`src/hdl/jdc_pkg.sv`:
```
// ============================================================================
// jdc_pkg - shared types, constants and tables of the Julian day converter
// Result records, operation codes and the small month tables used by the
// date-to-day-number and day-number-to-date pipelines.
// ============================================================================
package jdc_pkg;

    // register stages from input to output register, output register included
    localparam int NUM_STAGES = 10;

    typedef enum logic {
        OP_TO_JDN  = 1'b0,
        OP_TO_DATE = 1'b1
    } op_t;

    // date -> day number result
    typedef struct packed {
        logic [22:0] jdn;
        logic        ok;
    } enc_res_t;

    // day number -> date result
    typedef struct packed {
        logic [4:0]         day;
        logic [3:0]         month;
        logic signed [15:0] year;
    } dec_res_t;

    // Gregorian month length
    function automatic logic [4:0] month_days(input logic [3:0] month, input logic leap);
        logic [4:0] d;
        case (month) inside
            4'd2:                    d = leap ? 5'd29 : 5'd28;
            4'd4, 4'd6, 4'd9, 4'd11: d = 5'd30;
            default:                 d = 5'd31;
        endcase
        return d;
    endfunction

    // floor(367 * (month - 2 + 12 * adj) / 12), March-based month offset
    function automatic logic [8:0] month_offset(input logic [3:0] month);
        logic [8:0] v;
        case (month)
            4'd1:    v = 9'd336;
            4'd2:    v = 9'd367;
            4'd3:    v = 9'd30;
            4'd4:    v = 9'd61;
            4'd5:    v = 9'd91;
            4'd6:    v = 9'd122;
            4'd7:    v = 9'd152;
            4'd8:    v = 9'd183;
            4'd9:    v = 9'd214;
            4'd10:   v = 9'd244;
            4'd11:   v = 9'd275;
            4'd12:   v = 9'd305;
            default: v = 9'd0;
        endcase
        return v;
    endfunction

    // floor(2447 * j / 80) for the decoded March-based month index
    function automatic logic [8:0] kday_offset(input logic [3:0] j);
        logic [8:0] v;
        case (j)
            4'd0:    v = 9'd0;
            4'd1:    v = 9'd30;
            4'd2:    v = 9'd61;
            4'd3:    v = 9'd91;
            4'd4:    v = 9'd122;
            4'd5:    v = 9'd152;
            4'd6:    v = 9'd183;
            4'd7:    v = 9'd214;
            4'd8:    v = 9'd244;
            4'd9:    v = 9'd275;
            4'd10:   v = 9'd305;
            4'd11:   v = 9'd336;
            4'd12:   v = 9'd367;
            default: v = 9'd0;
        endcase
        return v;
    endfunction

endpackage

```
`src/hdl/jdc_encode.sv`:
```
// ============================================================================
// jdc_encode - date to Julian day number pipeline
// Checks the date and evaluates the integer formula over five stages, then
// delays the result to line up with the decode pipeline.
// ============================================================================
module jdc_encode (
    input  logic                              clk,
    input  logic [jdc_pkg::NUM_STAGES-1:0]    en,
    input  logic [4:0]                        day,
    input  logic [3:0]                        month,
    input  logic [13:0]                       year,
    output jdc_pkg::enc_res_t                 res
);

    localparam int ENC_LAST = jdc_pkg::NUM_STAGES - 2;

    // x / 100 by reciprocal, exact for x < 2^15
    localparam int                       S100 = 22;
    localparam longint unsigned          D100 = 100;
    localparam logic [15:0]              M100 =
        16'(((64'd1 << S100) + D100 - 64'd1) / D100);

    // stage 0
    logic [4:0]  d_reg  [0:3];
    logic [3:0]  m_reg  [0:2];
    logic [13:0] y_reg  [0:2];
    logic        ok_reg [0:2];
    logic [14:0] yy_reg, yy_next;
    logic [14:0] z_reg, z_next;
    logic        ok_next;
    logic        adj;

    // stage 1
    logic [25:0] pa_reg, pa_next;
    logic [30:0] pz_reg, pz_next;
    logic [29:0] py_reg, py_next;

    // stage 2
    logic [23:0] a_reg, a_next;
    logic [8:0]  qz_reg, qz_next;
    logic [1:0]  q100lo_reg, q100lo_next;
    logic [14:0] t100_reg, t100_next;
    logic [7:0]  q100;

    // stage 3
    logic [22:0] s_reg, s_next;
    logic        okf_reg, okf_next;
    logic        leap;
    logic [4:0]  days;
    logic [9:0]  c;

    // stage 4 and delay line
    logic [22:0] jdn_reg [4:ENC_LAST];
    logic        okd_reg [4:ENC_LAST];
    logic [22:0] jdn_next;
    logic [22:0] r;

    always_comb
    begin
        adj     = (month <= 4'd2);
        yy_next = 15'(year) + 15'd4800 - 15'(adj);
        z_next  = 15'(year) + 15'd4900 - 15'(adj);
        ok_next = (month >= 4'd1) && (month <= 4'd12) && (year > 14'd1752) && (day != 5'd0);
    end

    always_comb
    begin
        pa_next = 26'(yy_reg) * 26'd1461;
        pz_next = 31'(z_reg) * 31'(M100);
        py_next = 30'(y_reg[0]) * 30'(M100);
    end

    always_comb
    begin
        a_next      = 24'(pa_reg >> 2);
        qz_next     = pz_reg[30:22];
        q100        = py_reg[29:22];
        q100lo_next = q100[1:0];
        t100_next   = 15'(q100) * 15'd100;
    end

    always_comb
    begin
        // divisible by 100: leap when the century count is a multiple of 4
        leap     = (15'(y_reg[2]) == t100_reg) ? (q100lo_reg == 2'd0)
                                               : (y_reg[2][1:0] == 2'd0);
        days     = jdc_pkg::month_days(m_reg[2], leap);
        c        = 10'((11'(qz_reg) * 11'd3) >> 2);
        s_next   = 23'(a_reg) + 23'(jdc_pkg::month_offset(m_reg[2])) - 23'(c);
        okf_next = ok_reg[2] && (d_reg[2] <= days);
    end

    always_comb
    begin
        r        = s_reg + 23'(d_reg[3]) - 23'd32075;
        jdn_next = okf_reg ? r : 23'd0;
    end

    always_ff @(posedge clk)
    begin
        if (en[0])
        begin
            d_reg[0]  <= day;
            m_reg[0]  <= month;
            y_reg[0]  <= year;
            ok_reg[0] <= ok_next;
            yy_reg    <= yy_next;
            z_reg     <= z_next;
        end
        if (en[1])
        begin
            d_reg[1]  <= d_reg[0];
            m_reg[1]  <= m_reg[0];
            y_reg[1]  <= y_reg[0];
            ok_reg[1] <= ok_reg[0];
            pa_reg    <= pa_next;
            pz_reg    <= pz_next;
            py_reg    <= py_next;
        end
        if (en[2])
        begin
            d_reg[2]   <= d_reg[1];
            m_reg[2]   <= m_reg[1];
            y_reg[2]   <= y_reg[1];
            ok_reg[2]  <= ok_reg[1];
            a_reg      <= a_next;
            qz_reg     <= qz_next;
            q100lo_reg <= q100lo_next;
            t100_reg   <= t100_next;
        end
        if (en[3])
        begin
            d_reg[3] <= d_reg[2];
            s_reg    <= s_next;
            okf_reg  <= okf_next;
        end
        if (en[4])
        begin
            jdn_reg[4] <= jdn_next;
            okd_reg[4] <= okf_reg;
        end
        for (int k = 5; k <= ENC_LAST; k++)
        begin
            if (en[k])
            begin
                jdn_reg[k] <= jdn_reg[k-1];
                okd_reg[k] <= okd_reg[k-1];
            end
        end
    end

    assign res.jdn = jdn_reg[ENC_LAST];
    assign res.ok  = okd_reg[ENC_LAST];

endmodule

```
`src/hdl/jdc_decode.sv`:
```
// ============================================================================
// jdc_decode - Julian day number to date pipeline
// Nine register stages; every constant division is an exact reciprocal
// multiply, each product registered before it is used.
// ============================================================================
module jdc_decode (
    input  logic                              clk,
    input  logic [jdc_pkg::NUM_STAGES-1:0]    en,
    input  logic [22:0]                       julian_day,
    output jdc_pkg::dec_res_t                 res
);

    // floor(4L / 146097): x = 4L < 2^26, divisor < 2^18
    localparam int              S1 = 44;
    localparam longint unsigned D1 = 146097;
    localparam logic [26:0]     M1 = 27'(((64'd1 << S1) + D1 - 64'd1) / D1);

    // floor(a / 1461001): a < 2^28, divisor < 2^21
    localparam int              S2 = 49;
    localparam longint unsigned D2 = 1461001;
    localparam logic [28:0]     M2 = 29'(((64'd1 << S2) + D2 - 64'd1) / D2);

    // floor(80 L3 / 2447): 80 L3 < 2^17, divisor < 2^12; the 80 folds in
    localparam int              S3 = 29;
    localparam longint unsigned D3 = 2447;
    localparam logic [24:0]     K3 = 25'((((64'd1 << S3) + D3 - 64'd1) / D3) * 64'd80);

    logic [23:0] l_reg [0:2];
    logic [23:0] l_next;
    logic [50:0] pn_reg, pn_next;
    logic [7:0]  n_reg, n_next;
    logic [25:0] t_reg, t_next;
    logic [15:0] l2_reg [3:6];
    logic [15:0] l2_next;
    logic [14:0] nh_reg [3:6];
    logic [14:0] nh_next;
    logic [27:0] a_reg, a_next;
    logic [56:0] pi_reg, pi_next;
    logic [7:0]  i_reg, i_next;
    logic [18:0] h_reg, h_next;
    logic [9:0]  l3_reg [7:8];
    logic [9:0]  l3_next;
    logic [15:0] yb_reg [7:8];
    logic [15:0] yb_next;
    logic [34:0] pj_reg, pj_next;
    logic [3:0]  j;
    logic        l4;

    always_comb
    begin
        l_next  = 24'(julian_day) + 24'd68569;
        pn_next = 51'(l_reg[0]) * 51'(M1);
        n_next  = pn_reg[49:42];
        t_next  = 26'(n_next) * 26'd146097;
        l2_next = 16'(l_reg[2] - 24'((t_reg + 26'd3) >> 2));
        nh_next = 15'(n_reg) * 15'd100;
        a_next  = (28'(l2_reg[3]) + 28'd1) * 28'd4000;
        pi_next = 57'(a_reg) * 57'(M2);
        i_next  = pi_reg[56:49];
        h_next  = 19'(i_next) * 19'd1461;
        l3_next = 10'(l2_reg[6] - 16'(h_reg >> 2) + 16'd31);
        yb_next = 16'(nh_reg[6]) - 16'd4900 + 16'(i_reg);
        pj_next = 35'(l3_reg[7]) * 35'(K3);
    end

    always_ff @(posedge clk)
    begin
        if (en[0])
            l_reg[0] <= l_next;
        if (en[1])
        begin
            l_reg[1] <= l_reg[0];
            pn_reg   <= pn_next;
        end
        if (en[2])
        begin
            l_reg[2] <= l_reg[1];
            n_reg    <= n_next;
            t_reg    <= t_next;
        end
        if (en[3])
        begin
            l2_reg[3] <= l2_next;
            nh_reg[3] <= nh_next;
        end
        if (en[4])
        begin
            l2_reg[4] <= l2_reg[3];
            nh_reg[4] <= nh_reg[3];
            a_reg     <= a_next;
        end
        if (en[5])
        begin
            l2_reg[5] <= l2_reg[4];
            nh_reg[5] <= nh_reg[4];
            pi_reg    <= pi_next;
        end
        if (en[6])
        begin
            l2_reg[6] <= l2_reg[5];
            nh_reg[6] <= nh_reg[5];
            i_reg     <= i_next;
            h_reg     <= h_next;
        end
        if (en[7])
        begin
            l3_reg[7] <= l3_next;
            yb_reg[7] <= yb_next;
        end
        if (en[8])
        begin
            l3_reg[8] <= l3_reg[7];
            yb_reg[8] <= yb_reg[7];
            pj_reg    <= pj_next;
        end
    end

    // last step feeds the output register in the top level
    always_comb
    begin
        j         = pj_reg[32:29];
        l4        = (j >= 4'd11);
        res.day   = 5'(l3_reg[8] - 10'(jdc_pkg::kday_offset(j)));
        res.month = l4 ? (j - 4'd10) : (j + 4'd2);
        res.year  = yb_reg[8] + 16'(l4);
    end

endmodule

```
`src/hdl/julian_day_converter_top.sv`:
```
// ============================================================================
// julian_day_converter_top - Gregorian date <-> Julian day number converter
// Stream in, stream out; one result word for every request word.
// ============================================================================
//
// Usage:
//   s_* channel takes request words. s_tuser selects the operation:
//   0 turns day/month/year into a day number (the date is range checked,
//   a rejected date returns an all-zero word with m_tuser low), 1 turns a
//   day number into day/month/year (m_tuser always high).
//   m_* channel returns the result words in request order.
//
//   Depth: ten register stages; the accepting edge loads the first one,
//   and m_tvalid rises once the word reaches the last. The depth is set
//   by the day-number-to-date chain of three reciprocal multiplies, the
//   first two each followed by a registered back-multiply, the last by a
//   table lookup. Throughput: one word per cycle while m_tready is high.
//
//   Every stage has its own valid bit and a load enable that is high when
//   the stage is empty or the next stage moves, so bubbles squeeze out when
//   m_tready is low; s_tready falls only once all ten stages hold words.
//   Reset clears the valid bits only: nothing is in flight afterward.
//
module julian_day_converter_top (
    input  logic        clk,
    input  logic        rst_n,

    input  logic        s_tvalid,
    output logic        s_tready,
    input  logic [47:0] s_tdata,   // day_in[4:0], month_in[8:5], year_in[22:9],
                                   // julian_day_in[45:23], zero [47:46]
    input  logic        s_tuser,   // operation

    output logic        m_tvalid,
    input  logic        m_tready,
    output logic [47:0] m_tdata,   // julian_day_out[22:0], day_out[27:23],
                                   // month_out[31:28], year_out[47:32]
    output logic        m_tuser    // valid_res
);

    localparam int NS = jdc_pkg::NUM_STAGES;

    logic [NS-1:0]       v_reg, v_next;
    logic [NS-1:0]       en;
    jdc_pkg::op_t        op_reg [0:NS-1];

    jdc_pkg::enc_res_t   enc_res;
    jdc_pkg::dec_res_t   dec_res;

    // output register
    logic [22:0]         jdn_reg, jdn_next;
    logic [4:0]          day_reg, day_next;
    logic [3:0]          month_reg, month_next;
    logic signed [15:0]  year_reg, year_next;
    logic                vres_reg, vres_next;

    // stage enables, from the output back to the input
    always_comb
    begin
        en[NS-1] = !v_reg[NS-1] || m_tready;
        for (int k = NS - 2; k >= 0; k--)
            en[k] = !v_reg[k] || en[k+1];
    end

    assign s_tready = en[0];

    always_comb
    begin
        v_next[0] = en[0] ? s_tvalid : v_reg[0];
        for (int k = 1; k < NS; k++)
            v_next[k] = en[k] ? v_reg[k-1] : v_reg[k];
    end

    always_ff @(posedge clk or negedge rst_n)
    begin
        if (!rst_n)
            v_reg <= '0;
        else
            v_reg <= v_next;
    end

    // operation travels with its word
    always_ff @(posedge clk)
    begin
        if (en[0])
            op_reg[0] <= jdc_pkg::op_t'(s_tuser);
        for (int k = 1; k < NS; k++)
            if (en[k])
                op_reg[k] <= op_reg[k-1];
    end

    jdc_encode u_encode (
        .clk   (clk),
        .en    (en),
        .day   (s_tdata[4:0]),
        .month (s_tdata[8:5]),
        .year  (s_tdata[22:9]),
        .res   (enc_res)
    );

    jdc_decode u_decode (
        .clk        (clk),
        .en         (en),
        .julian_day (s_tdata[45:23]),
        .res        (dec_res)
    );

    // pick the finished operation; unused fields read zero
    always_comb
    begin
        if (op_reg[NS-2] == jdc_pkg::OP_TO_DATE)
        begin
            jdn_next   = 23'd0;
            day_next   = dec_res.day;
            month_next = dec_res.month;
            year_next  = dec_res.year;
            vres_next  = 1'b1;
        end
        else
        begin
            jdn_next   = enc_res.jdn;
            day_next   = 5'd0;
            month_next = 4'd0;
            year_next  = 16'sd0;
            vres_next  = enc_res.ok;
        end
    end

    always_ff @(posedge clk)
    begin
        if (en[NS-1])
        begin
            jdn_reg   <= jdn_next;
            day_reg   <= day_next;
            month_reg <= month_next;
            year_reg  <= year_next;
            vres_reg  <= vres_next;
        end
    end

    assign m_tvalid = v_reg[NS-1];
    assign m_tdata  = {year_reg, month_reg, day_reg, jdn_reg};
    assign m_tuser  = vres_reg;

    // ------------------------------------------------------------------------
    // assertions
    // ------------------------------------------------------------------------

    // input backs up only when every stage is full and the output is stalled
    a_full_stall: assert property (@(posedge clk) disable iff (!rst_n)
        !s_tready |-> (m_tvalid && !m_tready))
        else $error("s_tready low with room in the pipeline");

    // an accepted word occupies the first stage next cycle
    a_accept_fill: assert property (@(posedge clk) disable iff (!rst_n)
        (s_tvalid && s_tready) |=> v_reg[0])
        else $error("accepted word lost at the first stage");

    // a rejected date gives an all-zero word
    a_reject_zero: assert property (@(posedge clk) disable iff (!rst_n)
        (m_tvalid && !m_tuser) |-> (m_tdata == 48'd0))
        else $error("rejected date with nonzero result");

    // a decoded date is always flagged valid and has a real month
    a_date_month: assert property (@(posedge clk) disable iff (!rst_n)
        (m_tvalid && (op_reg[NS-1] == jdc_pkg::OP_TO_DATE))
            |-> (m_tuser && (month_reg >= 4'd1) && (month_reg <= 4'd12)))
        else $error("decoded month out of range");

endmodule
```
`config.mk`:
```
export PLATFORM = sky130hd
export DESIGN_NAME = julian_day_converter_top
export DESIGN_NICKNAME = d
export VERILOG_FILES = /design/src/hdl/jdc_pkg.sv /design/src/hdl/jdc_encode.sv /design/src/hdl/jdc_decode.sv /design/src/hdl/julian_day_converter_top.sv
export SDC_FILE = /design/constraint.sdc
export NUM_CORES = 2
export LEC_CHECK = 0
export BUFFER_PORTS_ARGS = -buffer_cell sky130_fd_sc_hd__buf_2
export CORE_UTILIZATION = 50
export CTS_BUF_LIST = sky130_fd_sc_hd__clkbuf_16
export DETAILED_ROUTE_END_ITERATION = 7
export PLACE_DENSITY = 0.67
export REMOVE_ABC_BUFFERS = 1
export SETUP_SLACK_MARGIN = 0.5
export SLEW_MARGIN = 20
export SYNTH_ARGS = -nofsm -noshare
export SYNTH_HDL_FRONTEND = slang
export SYNTH_SLANG_ARGS = --single-unit
```
`constraint.sdc`:
```
create_clock -name clk -period 11.5 [get_ports clk]
set_input_delay 0.575 -clock clk [delete_from_list [all_inputs] [get_ports clk]]
set_output_delay 0.575 -clock clk [all_outputs]
set_load 0.05 [all_outputs]
```
==> impl_metrics.ini <==
[outcome]
status = finished, final reports clean

[yosys]
synth_top_area_share = 0.304
synth_common_cells = 1472 x inv_1, 1104 x ha_1, 847 x fa_1
synth.yosys.warnings = 0
syn_area_sq_mm = 0.0668
synth.lib_cells_used.distinct = 85
main_combinational_cell_family_by_area_after_synthesis = adder cells
yosys_register_bits = 691
synth_ff_type = edfxtp_1
yosys.area_share.simple = 0.0484
synth_xor_area_frac = 0.0405
synth.yosys.seq_area_share = 0.309
synth-adder-area-share = 0.460
biggest_area_consumer_among_synthesized_cells = edfxtp_1
postSynth.asyncResetShare = 0.0145
post_synth_mux_area_share = 0.00202
ranking_of_synthesized_cells_by_area = edfxtp_1 30%, fa_1 25%, ha_1 21%
synth_edf_count = 676
syn_inst = 5648
synth_compound_area_frac = 0.0562
most_frequently_used_cell_type_in_the_post_synthesis_netlist = inv_1
postSynthAreaPerCell_sq_um = 11.8

[route]
post-route-drc-count = 0
drtIter0Drc = 1671
route.detailed.vias_per_inst = 5.03
wirelength_um = 125000
post_drt_wl_per_cell_um = 16.4
firstDrtPassIters = 7
detailroute.via_count = 38400
ant_nets = 0

[floorplanning]
dieHeight_um = 368
start_util = 0.506
row_count = 133
chipWidth_um = 368
floorplan.io_pins = 104
die_area_sq_mm = 0.135
core_area_sq_mm = 0.132

[timing]
worstMarginPinSlew_ns = 1.08
timing.final.setup_violations = 0
timing.final.ws_setup_ns = 3.94
grt_setup_unrepaired = false
worst_hold_slack_ns = 0.120
slew_headroom = 0.273
max_clock_freq_mhz = 132
hold_viol = 0
timing.clock.skew_ns = 0.0303
slew_viol_final = 0
finalWorstPathRequiredPeriod_ns = 7.56
fin_crit_sh = 0.658
timing.setup.tns_ns = 0

[critical_path]
worstPathCellList = fa_1, inv_1, fa_1, fa_1, inv_1, fa_1, fa_1, fa_1, inv_1, fa_1, inv_1, ha_1, o21ai_0, nor2_1, a211oi_1, o2111ai_1, a2111oi_0, o31ai_1, a21oi_1, xnor2_1
crit_path_top_delay_cell = fa_1
timing.rr.start = u_decode.a_reg[13]
critical_path_at_ns = 7.94
worst_path_most_repeated_cell = fa_1
path_max_fanout = 5
worstPathRequired_ns = 11.88
endpoint_kind = register
criticalPathCategory = reg -> reg
critical_path.max_stage_delay_ns = 0.81
critical_path.startpoint = u_decode.a_reg[13]
timing.critical_path.from_type = register
rr_worst_depth = 20

[global_routing]
number_of_global_route_vias_before_repair = 40500
grt.total_usage = 0.193
maximum_number_of_pins_on_one_net_before_global_route_repair = 75
globalRouteOverflowTotal = 0
grt_first_pass_wirelength_um = 207000
antenna_found_initial = 6

[placed_design]
detailedPlace.worstSlack_ns = 3.82
hpwl_um = 107000
buffer_ports.inserted = 101
finalWeightedCongestion = 0.894

[clock_network]
number_of_buffers_between_clock_root_and_the_deepest_sink = 3
worstSkewPairLatency_ns = 0.65
tritoncts = built
cts.htree.levels = 3
post_cts_resize_count = 0
clock-sinks = 691
clock_tree_root_buffer_cell = clkbuf_16
tritoncts.num_buffers = 73
clkTransAtPathRegs_ns = 0.06

[layout]
number_of_nets_in_the_final_layout = 7826
post-route-util = 0.546
final_layout_size_suffix_gt1_frac = 0.0437
largest_register_ffs = 115
syn2layout_area_growth_pct = 7.87

[flow_run]
max-cap-violations = 0

[hold_path]
min-delay-start = s_tdata[4]
hold_path_depth = 1
worstHoldPathType = in -> reg
-- final cells by class --
class	count	area (sq um)
antenna	4	10.0
clock inverter	57	628
fill	11300	60000
timing repair buffer	114	606
tap	1755	2200
sequential	691	20600
inverter	1475	5540
multi-input combinational	3467	40700
clock buffer	73	1830
-- repair_timing --
| action | 4_1_cts | 5_1_grt |
|---|---|---|
| hold buffers | 1 | 0 |
| buffers inserted | 0 | 0 |
| setup endpoints to repair | 0 | 0 |
| endpoints found under the hold margin | 10 | 0 |
-- through the flow --
stage / cells / instance area [sq um]
detailed placement: 7501 / 69600
global route: 7633 / 72100
finish: 7636 / 72100
CTS: 7632 / 72100
global placement: 7501 / 69600
floorplan: 5633 / 66800
-- placed cells by master, fill, tap and decap left out, drive strengths merged, types with 54 or more instances in the layout --
master	instances
o21ai	106
fa	847
nor2b	57
xor2	88
nor3	54
xnor2	221
a21o	67
nand2	108
nor2	113
edfxtp	676
a21oi	184
buf	113
ha	1104
nand3	73
clkbuf	73
inv	1489
-- path summary, 6_finish.rpt --
| path | slack (ns) | to |
|---|---|---|
| worst max-delay path | 3.94 | u_decode.pi_reg[56] |
| worst min-delay path | 0.12 | u_encode.d_reg[0][4] |
| worst max register to register | 3.94 | u_decode.pi_reg[56] |
| worst min register to register | 0.40 | u_encode.a_reg[19] |
| max in group asynchronous | 10.90 | v_reg[0] |
| min in group asynchronous | 0.35 | v_reg[5] |
-- cell families (layout without fill, tap and decap cells) --
family                   count (synthesis)  count (layout)
AO/OA/AOI/OAI                          575             575
XOR/XNOR                               309             309
adder cells (fa/ha/maj)               1951            1951
buffers and inverters                 1490            1719
flip-flops                             691             691
multiplexers                            13              13
other                                    0               4
AND/OR/NAND/NOR                        619             619
-- worst max-delay path, delay by kind of cell (launching register included) --
family	cells	cell delay, ns
simple gates	1	0.07
xor+xnor	1	0.08
flops	1	0.53
fa+ha+maj	8	4.22
buf+inv	4	0.29
compound gates	6	2.10
-- metal layers --
metal  part of all wire  global-route usage  up-vias
li1                   -                   -    18900
met1               0.46               0.266    18900
met2               0.48               0.324      485
met3              0.041              0.0289      142
met4              0.019              0.0409        2
met5           0.000072                   0        -
Power is not shown: default switching activity piles up to over one toggle a cycle in this logic, so the estimate is an artifact.
